$ cat config.mk
export PLATFORM = sky130hd
export DESIGN_NAME = bgpl_sqrt
export DESIGN_NICKNAME = d
export VERILOG_FILES = /design/src/rtl/bgpl_pkg.sv /design/src/rtl/bgpl_sqrt.sv
export SDC_FILE = /design/constraint.sdc
export NUM_CORES = 2
export LEC_CHECK = 0
export BUFFER_PORTS_ARGS = -buffer_cell sky130_fd_sc_hd__clkbuf_2
export CORE_MARGIN = 2
export CORE_UTILIZATION = 28
export CTS_CLUSTER_DIAMETER = 50
export DETAILED_ROUTE_END_ITERATION = 10
export GPL_TIMING_DRIVEN = 0
export MAX_ROUTING_LAYER = met4
export PLACE_DENSITY_LB_ADDON = 0.05
export SLEW_MARGIN = 10
export SYNTH_ARGS = -nofsm -noshare
export SYNTH_HDL_FRONTEND = slang
export SYNTH_SLANG_ARGS = --single-unit
$ cat constraint.sdc
create_clock -name clk -period 5.7 [get_ports clk]
set_clock_uncertainty 0.05 [all_clocks]
set_input_delay 1.14 -clock clk [delete_from_list [all_inputs] [get_ports clk]]
set_output_delay 1.14 -clock clk [all_outputs]
set_load 0.01 [all_outputs]
$ cat src/rtl/bgpl_pkg.sv
// ----------------------------------------------------------------------------
// bgpl_pkg
// Widths, reset values, register indexes and helpers of the ground point
// locator.
// ----------------------------------------------------------------------------
package bgpl_pkg;

	localparam int BOX_W   = 16;
	localparam int COORD_W = 24;
	localparam int WORLD_W = 32;
	localparam int CFG_IW  = 3;
	localparam int CFG_DW  = 64;
	localparam int H_W     = 32;
	localparam int OFS_W   = 17;
	localparam int UNIT_W  = 17;

	// divider (every instance): divisor/remainder width and quotient bits (one per stage)
	localparam int DIV_DW = 60;
	localparam int DIV_QW = 31;
	// square root: radicand width and root bits (one per stage)
	localparam int SQ_W  = 62;
	localparam int SQ_RW = 31;

	localparam int PIPE_DEPTH = 13 + 3 * DIV_QW + SQ_RW;

	localparam logic [31:0] CAL_SIZE_RST = 32'h0438_0780;
	localparam logic [31:0] DET_SIZE_RST = 32'h0438_0780;
	localparam logic [63:0] H_A_RST      = 64'h0000_0000_0100_0000;
	localparam logic [63:0] H_B_RST      = 64'h0;
	localparam logic [63:0] H_C_RST      = 64'h0000_0000_0100_0000;
	localparam logic [63:0] H_D_RST      = 64'h0;
	localparam logic [31:0] H_E_RST      = 32'h0100_0000;

	localparam logic [OFS_W-1:0] OFS_LOW     = 17'd32768;
	localparam logic [OFS_W-1:0] OFS_HIGH    = 17'd98304;
	localparam logic [17:0]      OFS_BASE    = 18'd163840;
	localparam logic [15:0]      ASPECT_HALF = 16'd32768;

	typedef enum logic [CFG_IW-1:0] {
		REG_CAL_SIZE = 3'd0,
		REG_DET_SIZE = 3'd1,
		REG_H_A      = 3'd2,
		REG_H_B      = 3'd3,
		REG_H_C      = 3'd4,
		REG_H_D      = 3'd5,
		REG_H_E      = 3'd6
	} cfg_reg_t;

	function automatic logic signed [WORLD_W-1:0] sat32(input logic signed [33:0] v);
		logic signed [WORLD_W-1:0] r;
		if (v > 34'sd2147483647) begin
			r = 32'sh7FFF_FFFF;
		end else if (v < -34'sd2147483648) begin
			r = 32'sh8000_0000;
		end else begin
			r = v[WORLD_W-1:0];
		end
		return r;
	endfunction

endpackage

$ cat src/rtl/bgpl_sqrt.sv
// ----------------------------------------------------------------------------
// bgpl_sqrt
// Pipelined integer square root (floor), one root bit per stage.
// ----------------------------------------------------------------------------
module bgpl_sqrt import bgpl_pkg::*; (
	input  logic             clk,
	input  logic             en,
	input  logic [SQ_W-1:0]  radicand,
	output logic [SQ_RW-1:0] root
);

	logic [SQ_W-1:0] x_q [SQ_RW];
	logic [SQ_W-1:0] r_q [SQ_RW];

	logic [SQ_W-1:0] x_src [SQ_RW];
	logic [SQ_W-1:0] r_src [SQ_RW];

	for (genvar k = 0; k < SQ_RW; k++) begin : g_stage
		localparam logic [SQ_W-1:0] BIT_K = SQ_W'(1) << (2 * (SQ_RW - 1 - k));
		logic [SQ_W-1:0] trial;
		logic            take;

		if (k == 0) begin : g_first
			assign x_src[k] = radicand;
			assign r_src[k] = '0;
		end else begin : g_next
			assign x_src[k] = x_q[k-1];
			assign r_src[k] = r_q[k-1];
		end

		assign trial = r_src[k] + BIT_K;
		assign take  = x_src[k] >= trial;

		always_ff @(posedge clk) begin
			if (en) begin
				x_q[k] <= take ? x_src[k] - trial : x_src[k];
				r_q[k] <= take ? (r_src[k] >> 1) + BIT_K : r_src[k] >> 1;
			end
		end
	end

	assign root = r_q[SQ_RW-1][SQ_RW-1:0];

endmodule

==> results.cfg <==
[setup_path]
worstPathArrival_ns = 6.07
path_depth = 13
path_class = flip-flop to flip-flop
cp_num_buf_inv = 2
end_kind = flip-flop
worstRegToRegCells = 13
slowest_delay_ns = 0.84
cp_top_family = compound AO/OA/AOI/OAI gates
path_max_fanout = 7
path_cells = inv_1, ha_1, nand2_1, a211oi_1, o21ai_0, a31oi_1, a31o_2, buf_2, nand2b_1, a211oi_1, and2_0, nand2_1, xnor2_1
cp_slowest_cell = a211oi_1
cp.required_ns = 6.30
start_kind = flip-flop

[route]
dr.pass1.iters = 6
viasPerCell = 4.775
wl_per_cell_um = 21.45
drt_iter0_drc = 5807
routed_wl_um = 320800
ant_nets = 0
vias = 71390
drc = 0

[cts]
cts_buffers = 356
clk_path_buf_depth = 4
holdBufCountCts = 0
cts-htree-levels = 5
worstSkewPairLatency_ns = 0.92
cts_tree = done
clock_sinks = 2356
cts.reportedPaths.clkPinSlew_ns = 0.06
cts-root-buf = clkbuf_16
post_cts_buffers = 0

[placement]
io_buffer_count = 94
dpl_cell_area_mm2 = 0.1201
place_hpwl_um = 247700
place.gp.congestion = 0.8600

[logic_synthesis]
synth_cell_types = 93
synth_edf_count = 2356
ys.flop_type = edfxtp_1
synth_warnings = 0
synth_area_mm2 = 0.1123
yosysSeqAreaShare_pct = 62.99
synth_nets = 9510
synthArstFlopShare_pct = 0
avgSynthCellArea_um2 = 12.59
ys_ff_latch = 2356
netlist_instances = 8921

[global_routing]
grt_overflow = 0
grt_max_degree = 107
grt.total_usage_pct = 15.87
grt_pass1_wl_um = 475600
grt_antenna_before_repair = 18
grt_pass1_vias = 71720

[worst_hold_path]
hold_path_class = input port to flip-flop
min_delay_path_depth = 1

[status]
outcome = completed

[timing]
worstMarginPinSlew_ns = 1.254
setup_violations = 0
worst_slew_margin_rel_pct = 15.60
finalCriticalPeriod_ns = 5.469
whs_ns = 0.3449
clock.fmax_mhz = 182.8
fin_crit_sh_pct = 95.96
slew_viol_final = 0
hold_viol = 0

[die]
start_util_pct = 28.12
rows = 232
die_height_um = 637.4
die_w_um = 637.4
coreArea_mm2 = 0.3994
num_io_pins = 95
design.die.area_mm2 = 0.4062

[cells_and_area]
design_area_mm2 = 0.1323
nets = 9990
syn_to_final_growth_pct = 17.80
drive_gt1_share_pct = 8.770
fin_util_pct = 33.13

[power_and_ir_drop]
power_mw = 56.81
p_per_area_mw_per_mm2 = 429.4
leakage_nw = 48.87
vdd_drop_max_v = 0.0002724

[run]
maxCapViolCount = 0
==> final timing paths <==
check | to | from | slack, ns
max | x_q[1][680] | r_q[1][571] | 0.23
max reg2reg | x_q[1][680] | r_q[1][571] | 0.23
min reg2reg | r_q[1][823] | r_q[1][762] | 0.37
min | x_q[0][1] | radicand[1] | 0.34
==> sequential cells by signal, summed over array words and instances (netlist names) <==
name,cells
r_q,496
x_q,1860
==> through the flow <==
stage                     setup TNS [ns]  setup slack (ns)  cells
final                                  0            0.2305  14950
after global routing             -0.1165          -0.04149  14950
after CTS                              0            0.2710  14950
after detailed placement          -3.215           -0.3722  14310
after global placement                 -            -40.19  14280
after floorplan                        0             2.158   8921
==> cell families after synthesis <==
| family | count (synthesis) | share of synthesized area [%] |
|---|---|---|
| simple gates | 2680 | 12.14 |
| flops | 2356 | 62.99 |
| compound gates | 1624 | 8.897 |
| xor+xnor | 831 | 6.480 |
| buf+inv | 812 | 2.725 |
| fa+ha+maj | 525 | 5.848 |
| mux | 93 | 0.9179 |
==> layer usage <==
metal	up-vias	wire length, µm	global-route usage (%)
li1	34390	-	-
met1	35130	152000	21.57
met2	1415	147200	24.85
met3	461	14170	2.507
met4	0	7429	3.735
met5	-	0	-
==> report_power, final <==
group	internal, mW	total (mW)	switching [mW]
clock	13.8	22.2	8.39
sequential	22.0	23.9	1.85
combinational	4.27	10.7	6.43
total	40.1	56.8	16.7
==> cell usage after synthesis (20+ instances only) <==
library cell	n	area (µm²)
nor2_1	671	2519
nand4_1	139	869.6
o31ai_1	48	360.4
nand3b_1	29	217.7
inv_1	625	2346
nor4_1	313	1958
and2_1	22	137.6
edfxtp_1	2356	70750
mux2_2	80	900.9
clkbuf_1	163	611.8
a21oi_1	627	3138
a31oi_1	44	275.3
nor4b_1	42	367.9
ha_1	525	6569
nand3_1	146	730.7
o211ai_1	39	292.8
a211oi_1	40	300.3
xnor2_1	459	4020
nand2b_1	126	788.3
o21ai_0	340	1702
or2_2	28	175.2
and4_1	20	175.2
o21a_1	61	457.9
xor2_1	372	3258
nor3b_1	21	157.7
a21o_1	197	1479
nor2b_1	76	475.5
and3_1	44	275.3
nor3_1	241	1206
or4_1	54	405.4
nand2_1	573	2151
or3_1	81	506.7
o21bai_1	43	322.8
==> layout by cell type, fill, tap and decap left out, drive strengths merged, types with 21 or more instances in the layout <==
master and count:
xor2 372, a21o 197, or3 82, inv 667, clkinvlp 32, xnor2 459, and2 23, nor2b 76
o21bai 43, nor2 671, nor3 242, or4 56, nand2b 126, a211oi 40, nand3b 29, nand4 139
nand2 574, bufinv 47, o21ai 343, nor4 314, clkbuf 657, a31oi 44, ha 525, mux2 80
buf 46, nor4b 43, o211ai 39, nand3 146, o31ai 49, or2 28, clkinv 122, nor3b 21
edfxtp 2356, o21a 61, and3 44, a21oi 627
==> area by class of cell <==
class | count | area, µm²
fillers | 39550 | 267100
inverters | 628 | 2357
multi-input cells | 5753 | 38610
repair buffers | 122 | 1187
flip-flops and latches | 2356 | 70750
plain buffers | 184 | 710.7
diodes | 6 | 15.01
clock buffers | 398 | 9173
clock inverters | 240 | 2924
well taps | 5265 | 6588
==> timing repair <==
item	in CTS	in global routing
setup endpoints to repair	17	30
gates resized for setup	3	6
cloned	0	0
No activity file was read; power rests on OpenSTA's default activity.
